===== config.mk =====
export PLATFORM = sky130hd
export DESIGN_NAME = rest_temperature_pd_bang_bang_unit
export DESIGN_NICKNAME = d
export VERILOG_FILES = /design/src/hw/rtl/rpdbb_pkg.sv /design/src/hw/rtl/rpdbb_cfg.sv /design/src/hw/rtl/rpdbb_ctrl.sv /design/src/hw/rtl/rpdbb_out.sv /design/src/hw/rtl/rest_temperature_pd_bang_bang_unit.sv
export SDC_FILE = /design/constraint.sdc
export NUM_CORES = 2
export LEC_CHECK = 0
export BUFFER_PORTS_ARGS = -buffer_cell sky130_fd_sc_hd__buf_2
export CAP_MARGIN = 20
export CORE_MARGIN = 1.5
export CORE_UTILIZATION = 60
export DETAILED_ROUTE_END_ITERATION = 8
export PLACE_DENSITY_LB_ADDON = 0.15
export SLEW_MARGIN = 15
export SYNTH_ARGS = -nofsm -noshare
export SYNTH_HDL_FRONTEND = slang
export SYNTH_HIERARCHICAL = 1
export SYNTH_SLANG_ARGS = --single-unit

===== constraint.sdc =====
create_clock -name i_clk -period 20.6 [get_ports i_clk]
set_input_delay 1.03 -clock i_clk [delete_from_list [all_inputs] [get_ports i_clk]]
set_output_delay 1.03 -clock i_clk [all_outputs]
set_load 0.01 [all_outputs]

===== src/hw/rtl/rpdbb_pkg.sv =====
// Shared widths, codes and types of the rest temperature controller.
package rpdbb_pkg;

    localparam int TARGET_W   = 17;
    localparam int REST_W     = 8;
    localparam int KIND_W     = 2;
    localparam int TEMP_W     = 18;
    localparam int TIME_W     = 32;
    localparam int MIN_W      = 8;
    localparam int ERR_W      = 19;
    localparam int FE_W       = 32;
    localparam int THR_W      = 34;
    localparam int LHS_W      = 51;
    localparam int IN_DATA_W  = 56;
    localparam int IN_USER_W  = 2;
    localparam int OUT_DATA_W = 16;
    localparam int APB_AW     = 3;
    localparam int APB_DW     = 32;

    localparam logic [TARGET_W-1:0] TARGET_RST = 17'd65000;
    localparam logic [REST_W-1:0]   REST_RST   = 8'd0;

    // register select is paddr[2]
    localparam logic REG_TARGET = 1'b0;
    localparam logic REG_REST   = 1'b1;

    // result tdata bit positions
    localparam int OB_HEATER  = 0;
    localparam int OB_PHASE   = 1;
    localparam int OB_BUZZER  = 3;
    localparam int OB_MIN     = 4;
    localparam int OB_REACHED = 12;

    typedef enum logic [1:0] {
        PH_HEAT = 2'd0,
        PH_HOLD = 2'd1,
        PH_DONE = 2'd2
    } t_phase;

    typedef enum logic [1:0] {
        KIND_SAMPLE = 2'd0,
        KIND_CONT   = 2'd1,
        KIND_START  = 2'd2
    } t_kind;

    typedef enum logic [1:0] {
        HACT_KEEP = 2'd0,
        HACT_REG  = 2'd1,
        HACT_OFF  = 2'd2
    } t_hact;

    typedef struct packed {
        logic [TARGET_W-1:0] target;
        logic [REST_W-1:0]   rest;
    } t_cfg;

    typedef struct packed {
        logic [KIND_W-1:0] kind;
        logic [TEMP_W-1:0] temp;
        logic [TIME_W-1:0] now;
    } t_item;

    typedef struct packed {
        t_hact              act;
        t_phase             phase;
        logic               buzzer;
        logic [MIN_W-1:0]   minutes;
        logic               reached;
        logic [ERR_W-1:0]   err;
        logic [FE_W-1:0]    fe;
    } t_s1;

endpackage


===== src/hw/rtl/rpdbb_cfg.sv =====
// APB register file and registered heater threshold.
module rpdbb_cfg (
    input  logic                                i_clk,
    input  logic                                i_rst_n,
    input  logic                                psel,
    input  logic                                penable,
    input  logic                                pwrite,
    input  logic [rpdbb_pkg::APB_AW-1:0]        paddr,
    input  logic [rpdbb_pkg::APB_DW-1:0]        pwdata,
    output logic [rpdbb_pkg::APB_DW-1:0]        prdata,
    output logic                                pready,
    output rpdbb_pkg::t_cfg                     o_cfg,
    output logic signed [rpdbb_pkg::THR_W-1:0]  o_thr
);

    localparam int TW = rpdbb_pkg::THR_W;
    localparam int GW = rpdbb_pkg::TARGET_W;
    localparam int RW = rpdbb_pkg::REST_W;
    localparam int DW = rpdbb_pkg::APB_DW;

    // 4 * (833360000 - 6667 * target), the threshold scaled to match u * 15625
    localparam logic signed [TW-1:0] THR_BASE  = 34'sd3333440000;
    localparam logic signed [TW-1:0] THR_SLOPE = 34'sd26668;

    logic [GW-1:0]          r_target;
    logic [RW-1:0]          r_rest;
    logic signed [TW-1:0]   r_thr;
    logic signed [TW-1:0]   n_thr;
    logic                   w_wr;

    assign pready = 1'b1;
    assign w_wr   = psel && penable && pwrite;

    always_ff @(posedge i_clk) begin
        if (!i_rst_n) begin
            r_target <= rpdbb_pkg::TARGET_RST;
            r_rest   <= rpdbb_pkg::REST_RST;
        end else if (w_wr) begin
            unique case (paddr[2])
                rpdbb_pkg::REG_TARGET: r_target <= pwdata[GW-1:0];
                rpdbb_pkg::REG_REST:   r_rest   <= pwdata[RW-1:0];
                default: ;
            endcase
        end
    end

    assign n_thr = THR_BASE - THR_SLOPE * $signed({{(TW-GW){1'b0}}, r_target});

    always_ff @(posedge i_clk) begin
        r_thr <= n_thr;
    end

    always_comb begin
        unique case (paddr[2])
            rpdbb_pkg::REG_TARGET: prdata = {{(DW-GW){1'b0}}, r_target};
            rpdbb_pkg::REG_REST:   prdata = {{(DW-RW){1'b0}}, r_rest};
            default:               prdata = '0;
        endcase
    end

    assign o_cfg.target = r_target;
    assign o_cfg.rest   = r_rest;
    assign o_thr        = r_thr;

endmodule


===== src/hw/rtl/rpdbb_ctrl.sv =====
// Phase sequencer, error filter and hold timer; registers the first stage.
module rpdbb_ctrl (
    input  logic                i_clk,
    input  logic                i_rst_n,
    input  logic                i_valid,
    input  rpdbb_pkg::t_item    i_item,
    input  rpdbb_pkg::t_cfg     i_cfg,
    input  logic                i_ready,
    output logic                o_ready,
    output logic                o_valid,
    output rpdbb_pkg::t_s1      o_s1
);

    localparam int EW = rpdbb_pkg::ERR_W;
    localparam int FW = rpdbb_pkg::FE_W;
    localparam int GW = rpdbb_pkg::TARGET_W;
    localparam int XW = rpdbb_pkg::TEMP_W;
    localparam int MW = rpdbb_pkg::MIN_W;
    localparam int NW = FW + 1;         // 1024*e + eF
    localparam int VW = NW + 2;         // biased numerator
    localparam int HW = VW - 16;        // upper part of biased numerator
    localparam int WW = HW + 1;         // folded remainder sum
    localparam int PW = WW + 21;        // reciprocal product

    // bias of 5 * 2^32 makes the numerator positive; floor division then is plain
    localparam logic [VW-1:0] DIV_BIAS = 35'h5_0000_0000;
    localparam int            DIV_K16  = 13107;     // (2^16 - 1) / 5
    localparam int            RECIP5   = 1677722;   // ceil(2^23 / 5)
    localparam int            MIN_SAT_S = 15360;    // 256 minutes in seconds
    localparam int            RECIP15  = 4370;      // ceil(2^16 / 15)

    rpdbb_pkg::t_phase          r_phase, n_phase;
    logic [FW-1:0]              r_fe, n_fe;
    logic [rpdbb_pkg::TIME_W-1:0] r_hold, n_hold;
    logic                       r_v;
    rpdbb_pkg::t_s1             r_s1, n_s1;
    logic                       w_fire;

    logic signed [EW-1:0]       w_e;
    logic [NW-1:0]              w_num;
    logic [VW-1:0]              w_v;
    logic [HW-1:0]              w_vh;
    logic [WW-1:0]              w_w;
    logic [HW+13:0]             w_hi;
    logic [PW-1:0]              w_lo_p;
    logic [VW-1:0]              w_quo;
    logic [FW-1:0]              w_q;
    logic                       w_reached;
    logic [rpdbb_pkg::TIME_W-1:0] w_dt;
    logic [24:0]                w_mp;
    logic [MW-1:0]              w_mins;

    assign o_ready = !r_v || i_ready;
    assign w_fire  = i_valid && o_ready;

    // control error, exact
    assign w_e = $signed({{(EW-GW){1'b0}}, i_cfg.target})
               - $signed({{(EW-XW){i_item.temp[XW-1]}}, i_item.temp});
    assign w_reached = (w_e <= 0);

    // floor((1024*e + eF) / 5); 2^16 = 1 mod 5 folds the upper half into the remainder
    assign w_num  = {{(NW-EW-10){w_e[EW-1]}}, w_e, 10'b0} + {r_fe[FW-1], r_fe};
    assign w_v    = {{(VW-NW){w_num[NW-1]}}, w_num} + DIV_BIAS;
    assign w_vh   = w_v[VW-1:16];
    assign w_w    = {1'b0, w_vh} + {{(WW-16){1'b0}}, w_v[15:0]};
    assign w_hi   = (HW+14)'(w_vh) * (HW+14)'(DIV_K16);
    assign w_lo_p = PW'(w_w) * PW'(RECIP5);
    assign w_quo  = VW'(w_hi) + VW'(w_lo_p[PW-1:23]);
    // removing the bias is a drop of bit 32; the filter never leaves 32 bits
    assign w_q    = w_quo[FW-1:0];

    // whole minutes held, saturated: floor(dt/60) = floor(floor(dt/4) / 15)
    assign w_dt   = i_item.now - r_hold;
    assign w_mp   = 25'(w_dt[13:2]) * 25'(RECIP15);
    assign w_mins = (w_dt >= 32'(MIN_SAT_S)) ? {MW{1'b1}} : w_mp[23:16];

    always_comb begin
        n_phase = r_phase;
        n_fe    = r_fe;
        n_hold  = r_hold;
        n_s1.act     = rpdbb_pkg::HACT_KEEP;
        n_s1.buzzer  = 1'b0;
        n_s1.minutes = '0;
        n_s1.reached = 1'b0;
        unique case (i_item.kind)
            rpdbb_pkg::KIND_SAMPLE: begin
                n_s1.reached = w_reached;
                unique case (r_phase)
                    rpdbb_pkg::PH_HEAT: begin
                        n_fe = w_q;
                        if (w_reached) begin
                            n_s1.act = rpdbb_pkg::HACT_OFF;
                            n_phase  = rpdbb_pkg::PH_HOLD;
                            n_hold   = i_item.now;
                        end else begin
                            n_s1.act = rpdbb_pkg::HACT_REG;
                        end
                    end
                    rpdbb_pkg::PH_HOLD: begin
                        n_fe         = w_q;
                        n_s1.minutes = w_mins;
                        n_s1.act     = rpdbb_pkg::HACT_REG;
                        if (i_cfg.rest == '0) begin
                            n_s1.buzzer = 1'b1;
                        end else if (w_mins >= i_cfg.rest) begin
                            n_s1.act = rpdbb_pkg::HACT_OFF;
                            n_phase  = rpdbb_pkg::PH_DONE;
                        end
                    end
                    default: begin
                        // done: no regulation
                        n_s1.act = rpdbb_pkg::HACT_OFF;
                    end
                endcase
            end
            rpdbb_pkg::KIND_CONT: begin
                if (r_phase == rpdbb_pkg::PH_HOLD && i_cfg.rest == '0) begin
                    n_s1.act = rpdbb_pkg::HACT_OFF;
                    n_phase  = rpdbb_pkg::PH_DONE;
                end
            end
            rpdbb_pkg::KIND_START: begin
                n_phase = rpdbb_pkg::PH_HEAT;
            end
            default: ;
        endcase
        n_s1.phase = n_phase;
        n_s1.err   = w_e;
        n_s1.fe    = w_q;
    end

    always_ff @(posedge i_clk) begin
        if (!i_rst_n) begin
            r_phase <= rpdbb_pkg::PH_HEAT;
            r_fe    <= '0;
            r_hold  <= '0;
            r_v     <= 1'b0;
        end else begin
            if (w_fire) begin
                r_phase <= n_phase;
                r_fe    <= n_fe;
                r_hold  <= n_hold;
                r_v     <= 1'b1;
            end else if (i_ready) begin
                r_v     <= 1'b0;
            end
        end
    end

    always_ff @(posedge i_clk) begin
        if (w_fire) begin
            r_s1 <= n_s1;
        end
    end

    assign o_valid = r_v;
    assign o_s1    = r_s1;

endmodule


===== src/hw/rtl/rpdbb_out.sv =====
// Drive versus threshold compare, heater state and result register.
module rpdbb_out (
    input  logic                                    i_clk,
    input  logic                                    i_rst_n,
    input  logic                                    i_valid,
    input  rpdbb_pkg::t_s1                          i_s1,
    input  logic signed [rpdbb_pkg::THR_W-1:0]      i_thr,
    input  logic                                    i_ready,
    output logic                                    o_ready,
    output logic                                    o_valid,
    output logic [rpdbb_pkg::OUT_DATA_W-1:0]        o_data
);

    localparam int LW = rpdbb_pkg::LHS_W;
    localparam int EW = rpdbb_pkg::ERR_W;
    localparam int FW = rpdbb_pkg::FE_W;
    localparam int TW = rpdbb_pkg::THR_W;
    localparam int OW = rpdbb_pkg::OUT_DATA_W;

    // u * 15625 = (2048 e - 5 eF) * 15625
    localparam logic signed [LW-1:0] DRIVE_E_K = 32000000;
    localparam logic signed [LW-1:0] DRIVE_Q_K = 78125;

    logic signed [LW-1:0]   w_eterm;
    logic signed [LW-1:0]   w_qterm;
    logic signed [LW-1:0]   w_lhs;
    logic signed [LW-1:0]   w_thr;
    logic                   w_on;
    logic                   w_fire;
    logic                   r_heater, n_heater;
    logic                   r_v;
    logic [OW-1:0]          r_data;

    assign o_ready = !r_v || i_ready;
    assign w_fire  = i_valid && o_ready;

    assign w_eterm = $signed({{(LW-EW){i_s1.err[EW-1]}}, i_s1.err}) * DRIVE_E_K;
    assign w_qterm = $signed({{(LW-FW){i_s1.fe[FW-1]}}, i_s1.fe}) * DRIVE_Q_K;
    assign w_lhs   = w_eterm - w_qterm;
    assign w_thr   = {{(LW-TW){i_thr[TW-1]}}, i_thr};
    assign w_on    = (w_lhs > w_thr);

    always_comb begin
        unique case (i_s1.act)
            rpdbb_pkg::HACT_KEEP: n_heater = r_heater;
            rpdbb_pkg::HACT_REG:  n_heater = w_on;
            default:              n_heater = 1'b0;
        endcase
    end

    always_ff @(posedge i_clk) begin
        if (!i_rst_n) begin
            r_heater <= 1'b0;
            r_v      <= 1'b0;
        end else begin
            if (w_fire) begin
                r_heater <= n_heater;
                r_v      <= 1'b1;
            end else if (i_ready) begin
                r_v      <= 1'b0;
            end
        end
    end

    always_ff @(posedge i_clk) begin
        if (w_fire) begin
            r_data <= {3'b000, i_s1.reached, i_s1.minutes, i_s1.buzzer, i_s1.phase, n_heater};
        end
    end

    assign o_valid = r_v;
    assign o_data  = r_data;

endmodule


===== src/hw/rtl/rest_temperature_pd_bang_bang_unit.sv =====
// Rest temperature controller top level: input register, control stage, output stage.
// Each item passes the input, control and output registers in that order; the result is
// valid once the output register holds it.
// Throughput: one item per cycle without backpressure; the filter divide and phase update are combinational.
// Each stage holds its item under backpressure and takes a new one once its successor frees.
// Reset (synchronous, low): phase heating, filter, hold start and heater cleared,
// target 65000 and rest minutes 0; no clearing pass.
module rest_temperature_pd_bang_bang_unit (
    input  logic                                i_clk,
    input  logic                                i_rst_n,
    input  logic                                i_s_axis_tvalid,
    output logic                                o_s_axis_tready,
    // tdata: temp_milli[17:0], now_s[49:18], zero pad [55:50]
    input  logic [rpdbb_pkg::IN_DATA_W-1:0]     i_s_axis_tdata,
    // tuser: kind[1:0]
    input  logic [rpdbb_pkg::IN_USER_W-1:0]     i_s_axis_tuser,
    output logic                                o_m_axis_tvalid,
    input  logic                                i_m_axis_tready,
    // tdata: heater_on[0], phase[2:1], buzzer[3], minutes_held[11:4],
    //        temp_reached[12], zero pad [15:13]
    output logic [rpdbb_pkg::OUT_DATA_W-1:0]    o_m_axis_tdata,
    input  logic                                psel,
    input  logic                                penable,
    input  logic                                pwrite,
    input  logic [rpdbb_pkg::APB_AW-1:0]        paddr,
    input  logic [rpdbb_pkg::APB_DW-1:0]        pwdata,
    output logic [rpdbb_pkg::APB_DW-1:0]        prdata,
    output logic                                pready
);

    localparam int XW = rpdbb_pkg::TEMP_W;
    localparam int TM = rpdbb_pkg::TIME_W;

    rpdbb_pkg::t_cfg                    w_cfg;
    logic signed [rpdbb_pkg::THR_W-1:0] w_thr;
    rpdbb_pkg::t_item                   r_in;
    logic                               r_in_v;
    logic                               w_acc;
    logic                               w_ctrl_ready;
    logic                               w_s1_valid;
    rpdbb_pkg::t_s1                     w_s1;
    logic                               w_out_ready;

    rpdbb_cfg u_cfg (
        .i_clk   (i_clk),
        .i_rst_n (i_rst_n),
        .psel    (psel),
        .penable (penable),
        .pwrite  (pwrite),
        .paddr   (paddr),
        .pwdata  (pwdata),
        .prdata  (prdata),
        .pready  (pready),
        .o_cfg   (w_cfg),
        .o_thr   (w_thr)
    );

    assign o_s_axis_tready = !r_in_v || w_ctrl_ready;
    assign w_acc           = i_s_axis_tvalid && o_s_axis_tready;

    always_ff @(posedge i_clk) begin
        if (!i_rst_n) begin
            r_in_v <= 1'b0;
        end else if (w_acc) begin
            r_in_v <= 1'b1;
        end else if (w_ctrl_ready) begin
            r_in_v <= 1'b0;
        end
    end

    always_ff @(posedge i_clk) begin
        if (w_acc) begin
            r_in.kind <= i_s_axis_tuser;
            r_in.temp <= i_s_axis_tdata[XW-1:0];
            r_in.now  <= i_s_axis_tdata[XW+TM-1:XW];
        end
    end

    rpdbb_ctrl u_ctrl (
        .i_clk   (i_clk),
        .i_rst_n (i_rst_n),
        .i_valid (r_in_v),
        .i_item  (r_in),
        .i_cfg   (w_cfg),
        .i_ready (w_out_ready),
        .o_ready (w_ctrl_ready),
        .o_valid (w_s1_valid),
        .o_s1    (w_s1)
    );

    rpdbb_out u_out (
        .i_clk   (i_clk),
        .i_rst_n (i_rst_n),
        .i_valid (w_s1_valid),
        .i_s1    (w_s1),
        .i_thr   (w_thr),
        .i_ready (i_m_axis_tready),
        .o_ready (w_out_ready),
        .o_valid (o_m_axis_tvalid),
        .o_data  (o_m_axis_tdata)
    );

endmodule


==> results.toml <==
[floorplanning]
rows = 103
io_pins = 151
die_h_um = 287
start_util = 0.610
die_area_um2 = 82400
core-area_um2 = 79400
dieWidth_um = 287

[sta]
fmax_mhz = 53.3
fin_crit_sh = 0.911
tightest_slew_ns = 1.18
skew_ns = 0.0165
maxSlewViolCount = 0
finalSetupViolations = 0
min_period_ns = 18.77
slew_headroom = 0.205
hold_violations = 0
fin_setup_tns_ns = 0
rsz0062_at_grt = "no"

[setup_path]
critPathMostFrequentCell = "fa_1"
crit_path_end_kind = "flop"
crit_slowest_cell = "o41ai_1"
worstSetupStartpointType = "flop"
crit_buf_inv = 8
arrival_ns = 19.29
crit_type = "reg2reg"
slowest_delay_ns = 0.96
crit_required_ns = 21.12
crit_family = "adder cells"
critPathMaxFanout = 10

[run_status]
status = "finished, final reports clean"

[yosys]
ys_types = 106
synth-async-reset-ratio = 0
synth_edf_count = 130
syn_area_per_cell_um2 = 9.48
ys.flop_type = "edfxtp_1"
ys_seq_elements = 256
syn_inst = 5106
syn_area_um2 = 48400
yosys_warnings = 6
ys_seq_area_frac = 0.133

[clock_tree]
cts_resized = 0
htree_levels = 1
cts_setup_buffers = 0
cts_buffer_depth = 3
numCtsBuffers = 29
cts_hold_buf = 0
clock_sinks = 256
insertion_delay_ns = 0.59
clock-root-buffer = "clkbuf_16"
cts_tree = "done"
clk_pin_slew_worst_paths_ns = 0.06

[detailed_routing]
wire_per_inst_um = 17.4
drt_iter0_drc = 1699
vias_per_cell = 5.54
num_vias = 34800
drc_errors = 0
topRoutingLayerUsed = "met4"
met3_wirelength_um = 4060
antenna_left = 0
wl_um = 109000
wl_met1_um = 50400
dr_wl_met2_um = 52100
firstDrtPassIters = 5

[min_path]
hp-class = "reg2reg"

[placed_design]
dp_cells = 6225
gp_routability_congestion = 0.973
dp_hpwl_um = 94700
numPortBuffers = 108

[cells_and_area]
layout.nets = 6928
final_cell_count_no_fill = 6279
drive_above_1_share = 0.0495
diodes = 0
final_core_util = 0.643
area_delta_synth_final_pct = 5.48

[grt]
grt_pass1_vias = 35400
grt_pass1_wl_um = 180000
grtUsageTotal = 0.271
grt_max_degree = 72
grt_overflow = 0
antenna_found_initial = 0

[job]
cap_viol_max_count = 0
[state kept, by name, summed over array words and instances, names as in the netlist]
register	flops
r_in_v	1
r_in	52
u_out/o_valid	1
u_cfg/o_thr	31
u_ctrl/r_hold	32
u_ctrl/o_valid	1
u_cfg/r_target	17
u_cfg/r_rest	8
u_ctrl/r_fe	32
u_out/o_data	13
u_ctrl/o_s1	65
u_out/r_heater	1
u_ctrl/r_phase	2
[cell usage in the layout, fill, tap and decap left out, types with 21 or more instances in the layout]
master and instances:
nand4_1 47, nor2_1 179, nand2b_1 27, xor2_1 88, edfxtp_1 130, ha_1 1047
o21a_1 48, a211oi_1 22, a21oi_1 213, o21bai_1 28, buf_4 35, nand2_1 287
dfxtp_1 126, o21ai_0 126, o211ai_1 28, a21boi_0 46, inv_1 1145, fa_1 575
nand3_1 69, buf_2 107, mux2i_1 46, clkbuf_16 30, nor2b_1 37, nor3_1 64
a21o_1 124, xnor2_1 174, conb_1 21, and2_1 29
[per-stage QoR]
stage	hold slack, ns	area, um2	setup WS, ns
6_report	0.419	51100	1.83
5_1_grt	0.426	51100	0.665
4_1_cts	0.421	51100	1.79
3_5_place_dp	0.406	50200	1.87
3_3_place_gp	0.401	50200	2.11
2_1_floorplan	0.400	48500	4.78
[path summary, 6_finish.rpt]
kind | slack (ns) | cells past startpoint | to | from
setup / recovery | 1.83 | 62 | u_ctrl/r_fe[22] | u_cfg/r_target[0]
hold / removal | 0.42 | 0 | u_out/o_data[7] | u_ctrl/o_s1[55]
setup reg to reg | 1.83 | 62 | u_ctrl/r_fe[22] | u_cfg/r_target[0]
hold reg to reg | 0.42 | 0 | u_out/o_data[7] | u_ctrl/o_s1[55]
[cells by family (layout without fill, tap and decap cells)]
group                    Yosys count  in the layout  synth area share
adder cells (fa/ha/maj)         1622           1622             0.508
AO/OA/AOI/OAI                    811            811             0.115
buffers and inverters           1237           1342            0.0983
flip-flops                       256            256             0.133
other                              3             21          0.000233
multiplexers                      56             56            0.0118
AND/OR/NAND/NOR                  857            857            0.0861
XOR/XNOR                         264            264            0.0479
[cells in the mapped netlist (all sizes together) (61+ instances only)]
cell    count  area share
inv      1146       0.089
ha       1047        0.27
fa        575        0.24
nand2     287       0.022
a21oi     216       0.023
nor2      180       0.014
xnor2     175       0.032
o21ai     131       0.014
edfxtp    130       0.081
dfxtp     126       0.052
a21o      124       0.019
xor2       89       0.016
nand3      69      0.0071
nor3       64      0.0066
clkbuf     61      0.0047
[cell type report]
cell class	count	area [um2]
well taps	1050	1310
clock inverters	14	105
repair buffers	142	798
flip-flops and latches	256	6430
clock buffers	40	818
fillers	6714	28300
inverters	1146	4300
multi-input cells	3631	37300
[metal layers]
layer | up-vias | GRT usage
met4 | 0 | 0.0546
met2 | 593 | 0.470
met3 | 121 | 0.0233
met1 | 17000 | 0.369
li1 | 17100 | -
met5 | - | 0
Power is not shown: default switching activity piles up to over one toggle a cycle in this logic, so the estimate is an artifact.
